**src/rtl/fdrc_pkg.sv**
```systemverilog
// Package for the fractional divider ratio configuration block.
// Holds field widths, word layout constants, the sequencer state type and
// the result type of the shared subtract unit. No dependencies.
package fdrc_pkg;

  // Transaction field widths
  localparam int unsigned FREQ_W = 32;
  localparam int unsigned WORD_W = 19;

  // Divider word layout
  localparam int unsigned ENABLE_POS  = 0;
  localparam int unsigned STRETCH_POS = 2;
  localparam int unsigned FIELD_LSB   = 3;

  // Iteration counter for the restoring divider
  localparam int unsigned CNT_W = $clog2(FREQ_W);
  localparam logic [CNT_W-1:0] CNT_LAST = CNT_W'(FREQ_W - 1);

  // Sequencer states
  typedef enum logic [3:0] {
    ST_IDLE,
    ST_ALIGN,
    ST_REDUCE,
    ST_GCD_DONE,
    ST_DIV_IN,
    ST_DIV_OUT,
    ST_DIFF,
    ST_STRETCH,
    ST_SCALE,
    ST_PACK
  } state_e;

  // Result of the shared subtract unit
  typedef struct packed {
    logic              ge;
    logic [FREQ_W:0]   diff;
    logic [FREQ_W-1:0] absdiff;
  } sub_res_t;

endpackage

```
**src/rtl/fdrc_if.sv**
```systemverilog
// Valid/ready channel interfaces for the ratio request and the divider word.
// Depends on fdrc_pkg for field widths.
interface fdrc_req_if;
  import fdrc_pkg::*;

  logic              valid;
  logic              ready;
  logic [FREQ_W-1:0] freq_in;
  logic [FREQ_W-1:0] freq_out;

  modport source (output valid, output freq_in, output freq_out, input ready);
  modport sink   (input valid, input freq_in, input freq_out, output ready);
endinterface

interface fdrc_rsp_if;
  import fdrc_pkg::*;

  logic              valid;
  logic              ready;
  logic [WORD_W-1:0] divider_word;
  logic              ratio_error;

  modport source (output valid, output divider_word, output ratio_error, input ready);
  modport sink   (input valid, input divider_word, input ratio_error, output ready);
endinterface

```
**src/rtl/fdrc_sub_unit.sv**
```systemverilog
// Shared 33-bit subtract and compare unit used by the reduce, divide, difference and stretch steps.
// Depends on fdrc_pkg for the result struct.
module fdrc_sub_unit (
  input  logic [fdrc_pkg::FREQ_W:0] x_i,
  input  logic [fdrc_pkg::FREQ_W:0] y_i,
  output fdrc_pkg::sub_res_t        res_o
);
  import fdrc_pkg::*;

  logic [FREQ_W+1:0] wide_diff;
  logic [FREQ_W:0]   neg_diff;

  // x - y with borrow out; ge when no borrow
  assign wide_diff = {1'b0, x_i} - {1'b0, y_i};
  assign neg_diff  = ~wide_diff[FREQ_W:0] + (FREQ_W+1)'(1);

  assign res_o.ge      = ~wide_diff[FREQ_W+1];
  assign res_o.diff    = wide_diff[FREQ_W:0];
  assign res_o.absdiff = res_o.ge ? wide_diff[FREQ_W-1:0] : neg_diff[FREQ_W-1:0];

endmodule

```
**src/rtl/fractional_divider_ratio_config_unit.sv**
```systemverilog
// Channel  | Dir | Payload                         | Accepted when
// ---------+-----+---------------------------------+----------------------
// req_i    | in  | freq_in[31:0], freq_out[31:0]   | valid && ready
// rsp_o    | out | divider_word[18:0], ratio_error | valid && ready
//
// One transaction at a time: ready is high only while the sequencer idles.
// Steps per transaction: accept, align and GCD reduce together, then two
// restoring divisions (in by GCD, out by GCD), difference, stretch test,
// scale until a term reaches the top half of the field, and pack.
// Both inputs zero skips straight to the pack step with the error flag.
// The result sits in an output register, so a stalled rsp_o does not block
// the next request until the pack step. Reset clears control state only.
//
// Top level of the fractional divider ratio configuration block.
// Depends on fdrc_pkg, fdrc_if and fdrc_sub_unit.
module fractional_divider_ratio_config_unit #(
  parameter int unsigned DIVIDER_WIDTH = 8
) (
  input  logic       clk_i,
  input  logic       rst_ni,
  fdrc_req_if.sink   req_i,
  fdrc_rsp_if.source rsp_o
);
  import fdrc_pkg::*;

  localparam int unsigned PACK_W = FIELD_LSB + 2 * DIVIDER_WIDTH;

  state_e state_q, state_d;

  logic [FREQ_W-1:0] a_q, a_d, b_q, b_d;
  logic [CNT_W-1:0]  sh_q, sh_d;
  logic [FREQ_W-1:0] fin_q, fin_d, fout_q, fout_d;
  logic [FREQ_W-1:0] g_q, g_d;
  logic [FREQ_W-1:0] rem_q, rem_d, quo_q, quo_d;
  logic [CNT_W-1:0]  cnt_q, cnt_d;
  logic [FREQ_W-1:0] fin_red_q, fin_red_d, fout_red_q, fout_red_d;
  logic [FREQ_W-1:0] add_q, add_d, sub_q, sub_d;
  logic              stretch_q, stretch_d;
  logic              err_q, err_d;
  logic              out_valid_q, out_valid_d;
  logic [WORD_W-1:0] word_q, word_d;
  logic              out_err_q, out_err_d;

  logic              req_fire, rsp_fire;
  logic              in_both_zero, in_any_zero;
  logic              align_go, div_last, room_hit, out_free;
  logic [FREQ_W:0]   alu_x, alu_y, rem_sh;
  sub_res_t          alu_res;
  logic [FREQ_W-1:0] quo_step, rem_step;
  logic [DIVIDER_WIDTH-1:0]       neg_sub;
  logic [PACK_W+WORD_W-1:0]       pack_full;

  // Handshakes
  assign req_i.ready = (state_q == ST_IDLE);
  assign req_fire    = req_i.valid && req_i.ready;
  assign rsp_fire    = rsp_o.valid && rsp_o.ready;

  assign rsp_o.valid        = out_valid_q;
  assign rsp_o.divider_word = word_q;
  assign rsp_o.ratio_error  = out_err_q;

  // Sequencer conditions
  assign in_both_zero = (req_i.freq_in == '0) && (req_i.freq_out == '0);
  assign in_any_zero  = (req_i.freq_in == '0) || (req_i.freq_out == '0);
  assign align_go     = ((a_q[0] | b_q[0]) == 1'b0);
  assign div_last     = (cnt_q == CNT_LAST);
  assign room_hit     = |((add_q | sub_q) >> (DIVIDER_WIDTH - 1));
  assign out_free     = !out_valid_q || rsp_o.ready;

  // Operand select for the shared subtract unit
  assign rem_sh = {rem_q, quo_q[FREQ_W-1]};
  always_comb begin
    alu_x = '0;
    alu_y = '0;
    case (state_q)
      ST_REDUCE: begin
        alu_x = {1'b0, a_q};
        alu_y = {1'b0, b_q};
      end
      ST_DIV_IN, ST_DIV_OUT: begin
        alu_x = rem_sh;
        alu_y = {1'b0, g_q};
      end
      ST_DIFF: begin
        alu_x = {1'b0, fin_red_q};
        alu_y = {1'b0, fout_red_q};
      end
      ST_STRETCH: begin
        alu_x = {2'b00, fin_red_q[FREQ_W-1:1]};
        alu_y = {1'b0, fout_red_q};
      end
      default: begin
        alu_x = '0;
        alu_y = '0;
      end
    endcase
  end

  fdrc_sub_unit u_sub (
    .x_i   (alu_x),
    .y_i   (alu_y),
    .res_o (alu_res)
  );

  // One restoring division step
  assign quo_step = {quo_q[FREQ_W-2:0], alu_res.ge};
  assign rem_step = alu_res.ge ? alu_res.diff[FREQ_W-1:0] : rem_sh[FREQ_W-1:0];

  // Word packing; zero-extended so any divider width yields WORD_W bits
  assign neg_sub   = DIVIDER_WIDTH'(0) - sub_q[DIVIDER_WIDTH-1:0];
  assign pack_full = {{WORD_W{1'b0}}, neg_sub, add_q[DIVIDER_WIDTH-1:0],
                      stretch_q, 1'b0, 1'b1};

  // Next state
  always_comb begin
    state_d = state_q;
    case (state_q)
      ST_IDLE: begin
        if (req_fire) begin
          if (in_both_zero)     state_d = ST_PACK;
          else if (in_any_zero) state_d = ST_GCD_DONE;
          else                  state_d = ST_ALIGN;
        end
      end
      ST_ALIGN: begin
        if (!align_go) state_d = ST_REDUCE;
      end
      ST_REDUCE: begin
        if (a_q == '0) state_d = ST_GCD_DONE;
      end
      ST_GCD_DONE: state_d = ST_DIV_IN;
      ST_DIV_IN: begin
        if (div_last) state_d = ST_DIV_OUT;
      end
      ST_DIV_OUT: begin
        if (div_last) state_d = ST_DIFF;
      end
      ST_DIFF:    state_d = ST_STRETCH;
      ST_STRETCH: state_d = ST_SCALE;
      ST_SCALE: begin
        if (room_hit) state_d = ST_PACK;
      end
      ST_PACK: begin
        if (out_free) state_d = ST_IDLE;
      end
      default: state_d = ST_IDLE;
    endcase
  end

  // Datapath updates
  always_comb begin
    a_d        = a_q;
    b_d        = b_q;
    sh_d       = sh_q;
    fin_d      = fin_q;
    fout_d     = fout_q;
    g_d        = g_q;
    rem_d      = rem_q;
    quo_d      = quo_q;
    cnt_d      = cnt_q;
    fin_red_d  = fin_red_q;
    fout_red_d = fout_red_q;
    add_d      = add_q;
    sub_d      = sub_q;
    stretch_d  = stretch_q;
    err_d      = err_q;
    word_d     = word_q;
    out_err_d  = out_err_q;
    out_valid_d = out_valid_q && !rsp_fire;

    case (state_q)
      ST_IDLE: begin
        if (req_fire) begin
          fin_d  = req_i.freq_in;
          fout_d = req_i.freq_out;
          a_d    = req_i.freq_in;
          // a zero side gives the other side as the divisor
          b_d    = (req_i.freq_out == '0) ? req_i.freq_in : req_i.freq_out;
          sh_d   = '0;
          err_d  = in_both_zero;
        end
      end
      ST_ALIGN: begin
        // strip common factors of two
        if (align_go) begin
          a_d  = a_q >> 1;
          b_d  = b_q >> 1;
          sh_d = sh_q + CNT_W'(1);
        end
      end
      ST_REDUCE: begin
        if (a_q != '0) begin
          if (!a_q[0])            a_d = a_q >> 1;
          else if (!b_q[0])       b_d = b_q >> 1;
          else if (alu_res.ge)    a_d = alu_res.absdiff >> 1;
          else                    b_d = alu_res.absdiff >> 1;
        end
      end
      ST_GCD_DONE: begin
        g_d   = b_q << sh_q;
        rem_d = '0;
        quo_d = fin_q;
        cnt_d = '0;
      end
      ST_DIV_IN: begin
        if (div_last) begin
          fin_red_d = quo_step;
          rem_d     = '0;
          quo_d     = fout_q;
          cnt_d     = '0;
        end else begin
          rem_d = rem_step;
          quo_d = quo_step;
          cnt_d = cnt_q + CNT_W'(1);
        end
      end
      ST_DIV_OUT: begin
        if (div_last) begin
          fout_red_d = quo_step;
        end else begin
          rem_d = rem_step;
          quo_d = quo_step;
          cnt_d = cnt_q + CNT_W'(1);
        end
      end
      ST_DIFF: begin
        add_d = alu_res.diff[FREQ_W-1:0];
        sub_d = fout_red_q;
      end
      ST_STRETCH: begin
        // reduced out <= reduced in / 2
        stretch_d = alu_res.ge;
      end
      ST_SCALE: begin
        if (!room_hit) begin
          add_d = add_q << 1;
          sub_d = sub_q << 1;
        end
      end
      ST_PACK: begin
        if (out_free) begin
          out_valid_d = 1'b1;
          out_err_d   = err_q;
          word_d      = err_q ? '0 : pack_full[WORD_W-1:0];
        end
      end
      default: ;
    endcase
  end

  // Control registers
  always_ff @(posedge clk_i or negedge rst_ni) begin
    if (!rst_ni) begin
      state_q     <= ST_IDLE;
      out_valid_q <= 1'b0;
    end else begin
      state_q     <= state_d;
      out_valid_q <= out_valid_d;
    end
  end

  // Payload registers
  always_ff @(posedge clk_i) begin
    a_q        <= a_d;
    b_q        <= b_d;
    sh_q       <= sh_d;
    fin_q      <= fin_d;
    fout_q     <= fout_d;
    g_q        <= g_d;
    rem_q      <= rem_d;
    quo_q      <= quo_d;
    cnt_q      <= cnt_d;
    fin_red_q  <= fin_red_d;
    fout_red_q <= fout_red_d;
    add_q      <= add_d;
    sub_q      <= sub_d;
    stretch_q  <= stretch_d;
    err_q      <= err_d;
    word_q     <= word_d;
    out_err_q  <= out_err_d;
  end

endmodule

```
**src/flat_wrapper.sv**
```systemverilog
// flat-port wrapper written by rule: the top's interface ports become plain ports
module fractional_divider_ratio_config_unit_flat import fdrc_pkg::*;
#(
  parameter int unsigned DIVIDER_WIDTH = 8
)
  (clk_i, rst_ni, req_i_valid, req_i_freq_in, req_i_freq_out, req_i_ready, rsp_o_valid, rsp_o_divider_word, rsp_o_ratio_error, rsp_o_ready);
  fdrc_req_if req_i_i ();
  fdrc_rsp_if rsp_o_i ();
  input  logic clk_i;
  input  logic rst_ni;
  input wire logic [$bits(req_i_i.valid)-1:0] req_i_valid;
  input wire logic [$bits(req_i_i.freq_in)-1:0] req_i_freq_in;
  input wire logic [$bits(req_i_i.freq_out)-1:0] req_i_freq_out;
  output wire logic [$bits(req_i_i.ready)-1:0] req_i_ready;
  output wire logic [$bits(rsp_o_i.valid)-1:0] rsp_o_valid;
  output wire logic [$bits(rsp_o_i.divider_word)-1:0] rsp_o_divider_word;
  output wire logic [$bits(rsp_o_i.ratio_error)-1:0] rsp_o_ratio_error;
  input wire logic [$bits(rsp_o_i.ready)-1:0] rsp_o_ready;
  assign req_i_i.valid = req_i_valid;
  assign req_i_i.freq_in = req_i_freq_in;
  assign req_i_i.freq_out = req_i_freq_out;
  assign req_i_ready = req_i_i.ready;
  assign rsp_o_valid = rsp_o_i.valid;
  assign rsp_o_divider_word = rsp_o_i.divider_word;
  assign rsp_o_ratio_error = rsp_o_i.ratio_error;
  assign rsp_o_i.ready = rsp_o_ready;
  fractional_divider_ratio_config_unit #(.DIVIDER_WIDTH(DIVIDER_WIDTH)) u_core (.clk_i(clk_i), .rst_ni(rst_ni), .req_i(req_i_i), .rsp_o(rsp_o_i));
endmodule
```
**config.mk**
```make
export PLATFORM = sky130hd
export DESIGN_NAME = fractional_divider_ratio_config_unit_flat
export DESIGN_NICKNAME = d
export VERILOG_FILES = /design/src/rtl/fdrc_pkg.sv /design/src/rtl/fdrc_if.sv /design/src/rtl/fdrc_sub_unit.sv /design/src/rtl/fractional_divider_ratio_config_unit.sv /design/src/flat_wrapper.sv
export SDC_FILE = /design/constraint.sdc
export NUM_CORES = 1
export LEC_CHECK = 0
export BUFFER_PORTS_ARGS = -buffer_cell sky130_fd_sc_hd__buf_2
export CORE_ASPECT_RATIO = 1.4
export CORE_MARGIN = 2
export CORE_UTILIZATION = 24
export DETAILED_ROUTE_END_ITERATION = 7
export SYNTH_ARGS = -nofsm -noshare
export SYNTH_HDL_FRONTEND = slang
export SYNTH_SLANG_ARGS = --single-unit
```
**constraint.sdc**
```tcl
create_clock -name clk_i -period 7.9 [get_ports clk_i]
set_clock_uncertainty 0.2 [all_clocks]
set_input_delay 0.395 -clock clk_i [delete_from_list [all_inputs] [get_ports clk_i]]
set_output_delay 0.395 -clock clk_i [all_outputs]
set_load 0.01 [all_outputs]
```
# == Word-level counts from Yosys, hierarchy flattened ==
# Cells that the tools add are included.
# classes
addsub,5
n_eq_ne,25
shift,1
n_mux,48
bitwise,4
n_reduce_logical,32
# op_table
op,n
32-bit two-way mux,21
32-bit one-hot mux with 3 select lines,5
33-bit one-hot mux with 4 select lines,1
32-bit one-hot mux with 2 select lines,2
32-bit zero test,3
4-bit one-hot mux with 10 select lines,1
33-bit by 32-bit subtractor with 34-bit output,1
32-bit by 1-bit adder with 32-bit output (second input constant),1
4-bit two-way mux,8
32-bit NOT,1
32-bit bitwise OR,1
32-bit nonzero test,1
32-bit by 5-bit << shifter with 32-bit output,1
25-bit OR reduction,1
5-bit two-way mux,4
4-bit by 3-bit equality test with 1-bit output (second input constant),4
2-bit by 1-bit inequality test with 1-bit output (second input constant),8
5-bit one-hot mux with 3 select lines,1
2-bit AND reduction,6
6-bit AND reduction,2
5-bit by 1-bit adder with 5-bit output (second input constant),2
5-bit one-hot mux with 2 select lines,1
3-bit inequality test (second input constant),3
4-bit by 2-bit equality test with 1-bit output (second input constant),2
20 further kinds,34
# word_totals
reg_bits,389
input_bits,68
out_inout_bits,22
elab_cells,137

# == Depth between registers and ports, before layout ==
# logic_depth
word_depth,12
depth_mapped,22
ltp_nobuf,17

# == Cells and area by module ==
# A second synthesis with hierarchy kept.
# unflattened
hier_cells,1828
area_unflattened_um2,21425.5
# modules_own_cells
module,n_inst,cells_each,area_each_um2,seq_area_each_um2
fractional_divider_ratio_config_unit,1,1437,18738.0,11626.2
fdrc_sub_unit,1,391,2687.6,0.0

# == Worst setup path before layout ==
# OpenSTA, ideal clock, no wires.
# synth_path
path_type,reg-to-reg
from,register u_core.state_q[2]
to,register u_core.b_q[10] (enable)
setup_ps,419
arrival_time_ps,5634
required_ps,7281
setup_slack_ps,1647
stages_incl_launch_ff,22
path_buffers,7
period_less_slack_ps,6253
path_cell_list,dfrtp_1 -> clkbuf_1 -> or2_2 -> clkbuf_1 -> nor2_1 -> clkbuf_1 -> buf_1 -> a221o_1 -> ha_1 -> buf_6 -> nand4_2 -> nor3_1 -> a221o_1 -> or3_1 -> a31oi_2 -> o21ai_1 -> a221o_1 -> buf_2 -> buf_2 -> nand2_1 -> a21oi_1 -> nor2_1
# synth_between
elab_chain_len,6
elab_cells_between_ends,20
cone_classes,add/sub: 1; eq/ne: 11; mux: 2; reduce/logical: 6
# synth_rtl
item,line,text
from (decl),fractional_divider_ratio_config_unit.sv:28,"state_e state_q, state_d;"
from (signal assigned),fractional_divider_ratio_config_unit.sv:257,state_q <= state_d;
4-bit by 3-bit equality test with 1-bit output,fractional_divider_ratio_config_unit.sv:75,case (state_q)
2-bit OR reduction (on tied branches),--,
33-bit one-hot mux with 4 select lines or 32-bit one-hot mux with 3 select lines (tied branches),fractional_divider_ratio_config_unit.sv:75,
33-bit by 32-bit subtractor with 34-bit output,fdrc_sub_unit.sv:14,"assign wide_diff = {1'b0, x_i} - {1'b0, y_i};"
3-bit inequality test (no line),--,
6-bit AND reduction (no line) *,--,
to (signal assigned),fractional_divider_ratio_config_unit.sv:265,b_q <= b_d;
to (decl),fractional_divider_ratio_config_unit.sv:30,"logic [FREQ_W-1:0] a_q, a_d, b_q, b_d;"
# Mark *: on every way between the ends. The rest lies on a longest branch, timed or not.
# A chain may end at the register's enable or synchronous reset.

# == Worst setup path after layout ==
# layout_path
from,register u_core.state_q[3]
to,"register u_core.b_q[28], data pin"
# layout_between
elab_chain_len,12
elab_cells_between_ends,20
cone_classes,add/sub: 2; eq/ne: 6; mux: 8; bitwise: 1; reduce/logical: 3
# layout_rtl
item,line,text
4-bit by 3-bit equality test with 1-bit output,fractional_divider_ratio_config_unit.sv:75,
2-bit OR reduction (on tied branches),--,
33-bit one-hot mux with 4 select lines or 32-bit one-hot mux with 3 select lines (tied branches),fractional_divider_ratio_config_unit.sv:75,
33-bit by 32-bit subtractor with 34-bit output,fdrc_sub_unit.sv:14,
32-bit NOT,fdrc_sub_unit.sv:15,assign neg_diff = ~wide_diff[FREQ_W:0] + (FREQ_W+1)'(1);
32-bit by 1-bit adder with 32-bit output,fdrc_sub_unit.sv:15,
32-bit two-way mux,fdrc_sub_unit.sv:19,assign res_o.absdiff = res_o.ge ? wide_diff[FREQ_W-1:0] : neg_diff[FREQ_W-1:0];
32-bit two-way mux,fractional_divider_ratio_config_unit.sv:195,else if (alu_res.ge) a_d = alu_res.absdiff >> 1;
32-bit two-way mux,fractional_divider_ratio_config_unit.sv:194,else if (!b_q[0]) b_d = b_q >> 1;
32-bit two-way mux,fractional_divider_ratio_config_unit.sv:193,if (!a_q[0]) a_d = a_q >> 1;
32-bit two-way mux,fractional_divider_ratio_config_unit.sv:192,if (a_q != '0) begin
32-bit one-hot mux with 3 select lines *,fractional_divider_ratio_config_unit.sv:171,case (state_q)
via u_core.b_d[28],fractional_divider_ratio_config_unit.sv:30,
# The timed path passes the listed nets; every way through them passes the cells marked *. The select of a mux whose other input is x is not followed.

==> impl_metrics.py <==
metrics = {
    "sta": {
        "hold_viol": 0,
        "timing.final.max_slew_violations": 0,
        "setup_violations": 0,
        "fin_setup_tns_ns": 0,
        "fmax_ghz": 0.1623,
        "min_period_ns": 6.163,
        "min_period_over_period_pct": 78.01,
        "worst_slack_ns": 1.737,
        "worst-slew-pin-transition_ns": 1.221,
        "rsz0062_at_grt": "no",
        "relSlewSlack_pct": 17.75,
    },
    "grt": {
        "grt_pass1_wl_um": 106700,
        "gr-usage-all-layers_pct": 15.83,
        "antenna_found_initial": 2,
        "grt_pass1_vias": 16160,
        "grt_overflow_total": 0,
        "grt_start_max_net_pins": 66,
    },
    "die": {
        "dieArea_um2": 90290,
        "rows": 128,
        "die_x_um": 254.5,
        "core_um2": 86960,
        "die_height_um": 354.7,
        "ios": 90,
        "start_util_pct": 24.25,
    },
    "worst_setup_path": {
        "crit_fanout": 38,
        "start_kind": "flop",
        "path_class": "reg2reg",
        "timing.rr.end": "u_core.b_q[28]",
        "cp-end-kind": "flop",
        "r2r-start": "u_core.state_q[3]",
        "crit_required_ns": 8.02,
        "startpoint": "u_core.state_q[3]",
        "arrival_ns": 6.28,
        "r2r_slack_ns": 1.74,
        "reg2regPathDepth": 16,
    },
    "cells_and_area": {
        "antenna_cells": 0,
        "nets": 2054,
        "final_cell_mix": "edfxtp_1 (383), nor2_1 (156), nand2_1 (139), a21oi_1 (132), mux2i_1 (100)",
        "drive_gt1_share_pct": 15.56,
        "final_cells": 3149,
        "synthToLayoutAreaGrowth_pct": 18.17,
        "final_common_cell": "edfxtp_1",
        "fillers": 8947,
    },
    "placed_design": {
        "pre_cts_slack_ns": 1.830,
        "dp_hpwl_um": 55190,
        "place_inst": 3008,
        "io_buffers": 88,
        "gp_congestion": 0.9632,
    },
    "logic_synthesis": {
        "syn_nets": 1937,
        "syn-instance-count": 1830,
        "ys_ff_latch": 388,
        "async_flop_share_pct": 1.289,
        "post_synth_num_cell_types": 82,
        "yosysTopAreaCell": "edfxtp_1",
        "ys_top_cells_by_area": "edfxtp_1 (55%), mux2i_1 (4.7%), a21oi_1 (3.2%)",
        "syn_area_per_cell_um2": 11.52,
        "synth_enable_flop_cells": 383,
        "synth_area_um2": 21090,
        "ys.flop_type": "edfxtp_1",
        "synth.top_cell.area_share_pct": 54.54,
        "yosysSeqAreaShare_pct": 55.13,
        "ys_warn_count": 0,
    },
    "drt": {
        "wl_per_cell_um": 23.09,
        "routed_via_density": 5.167,
        "drt-pass1-iter-count": 8,
        "vias": 16270,
        "detail_route.iter0.violations": 1913,
        "wl_um": 72720,
        "drc": 11,
        "ant_nets": 0,
    },
    "clocking": {
        "cts_hold_buffers": 66,
        "root_buffer": "clkbuf_16",
        "post_cts_buffers": 0,
        "clk_path_buf_depth": 3,
        "clkSinkCount": 388,
        "clk_pin_slew_worst_paths_ns": 0.06,
        "cts_htree_levels": 2,
        "numCtsBuffers": 41,
        "cts_tree": "yes",
        "cts-resized-gates": 0,
        "insertion_delay_ns": 0.59,
    },
    "run_status": {
        "status": "finished, violations left",
        "failed_checks": "design-rule violations",
    },
    "worst_hold_path": {
        "hp-start": "req_i_freq_in[1]",
        "min_path_cells": 1,
        "min_path_type": "in2reg",
        "holdPathEnd": "u_core.fin_q[1]",
    },
    "job": {
        "maxCapViolations": 0,
    },
}
[per-layer routing]
layer | up-vias | GRT usage [%] | routed length [um]
li1 | 7301 | - | -
met1 | 8041 | 18.88 | 27840
met2 | 751 | 27.51 | 35980
met3 | 177 | 1.943 | 4720
met4 | 0 | 8.565 | 4173
met5 | - | 0 | 0
[layout make-up]
cell class | instances | area, um^2 | share of cell area (%)
clock buffer | 48 | 1062 | 4.263
clock inverter | 27 | 324.1 | 1.300
inverter | 77 | 289.0 | 1.160
multi-input combinational | 1245 | 8751 | 35.12
sequential | 388 | 11630 | 46.66
tap | 1170 | 1464 | 5.875
timing repair buffer | 194 | 1401 | 5.624
[critical path, cell delays in order (launching register included)]
cell      delay [ns]
dfrtp_1         0.50
nand2b_1        0.15
buf_4           0.39
or2_2           0.75
o21ai_0         0.16
a221o_1         0.30
ha_1            0.44
a21o_1          0.26
nand2b_1        0.18
o21ai_4         0.30
xor2_2          0.34
nand4_1         0.28
nor4_2          0.69
nand4_2         0.33
nor4_2          0.31
xnor2_1         0.15
o221ai_1        0.14
[how the worst max path moves through the flow]
| stage | slack, ns | to |
|---|---|---|
| floorplan | 1.65 | u_core.b_q[10] |
| global placement | 1.94 | u_core.b_q[28] |
| detailed placement | 1.83 | u_core.b_q[28] |
| CTS | 1.80 | u_core.b_q[28] |
| global route | 1.34 | u_core.b_q[28] |
| finish | 1.74 | u_core.b_q[28] |
[cell usage after synthesis (19+ instances only)]
master / number
mux2_2: 55
a21oi_1: 134
nor2_1: 164
nor4_1: 44
xor2_1: 30
buf_1: 19
a211oi_1: 20
nor2b_1: 23
a221o_1: 31
clkbuf_1: 82
edfxtp_1: 383
xnor2_1: 28
a22o_1: 24
ha_1: 38
a221oi_1: 19
inv_1: 75
o21ai_0: 85
nand2_1: 139
nand3_1: 19
a222oi_1: 42
nor3_1: 19
a22oi_1: 34
mux2i_1: 100
[logic make-up (layout without fill, tap and decap cells)]
group / Yosys count / after routing / share of synthesized area (%)
adders and majority gates: 39 / 39 / 2.350
xor gates and xnor gates: 59 / 59 / 2.486
buffers and inverters: 197 / 346 / 3.780
and+or+nand+nor: 502 / 502 / 11.53
muxes: 168 / 168 / 9.072
DFF: 388 / 388 / 55.13
AOI/OAI and AO/OA: 476 / 476 / 15.63
other: 1 / 1 / 0.01778
[metrics by stage]
step,area [um^2],hold WS (ns),utilization (%)
final,24920,0.03402,28.65
after global routing,24920,0.003376,28.65
after CTS,24920,0.008364,28.65
after detailed placement,22870,0.02386,26.30
after global placement,22870,0.01784,26.30
after floorplan,21090,-0.1006,-
Power is left out: the tool's default activity adds up to more than one toggle a clock period on the data nets, which glitch-free logic cannot reach.
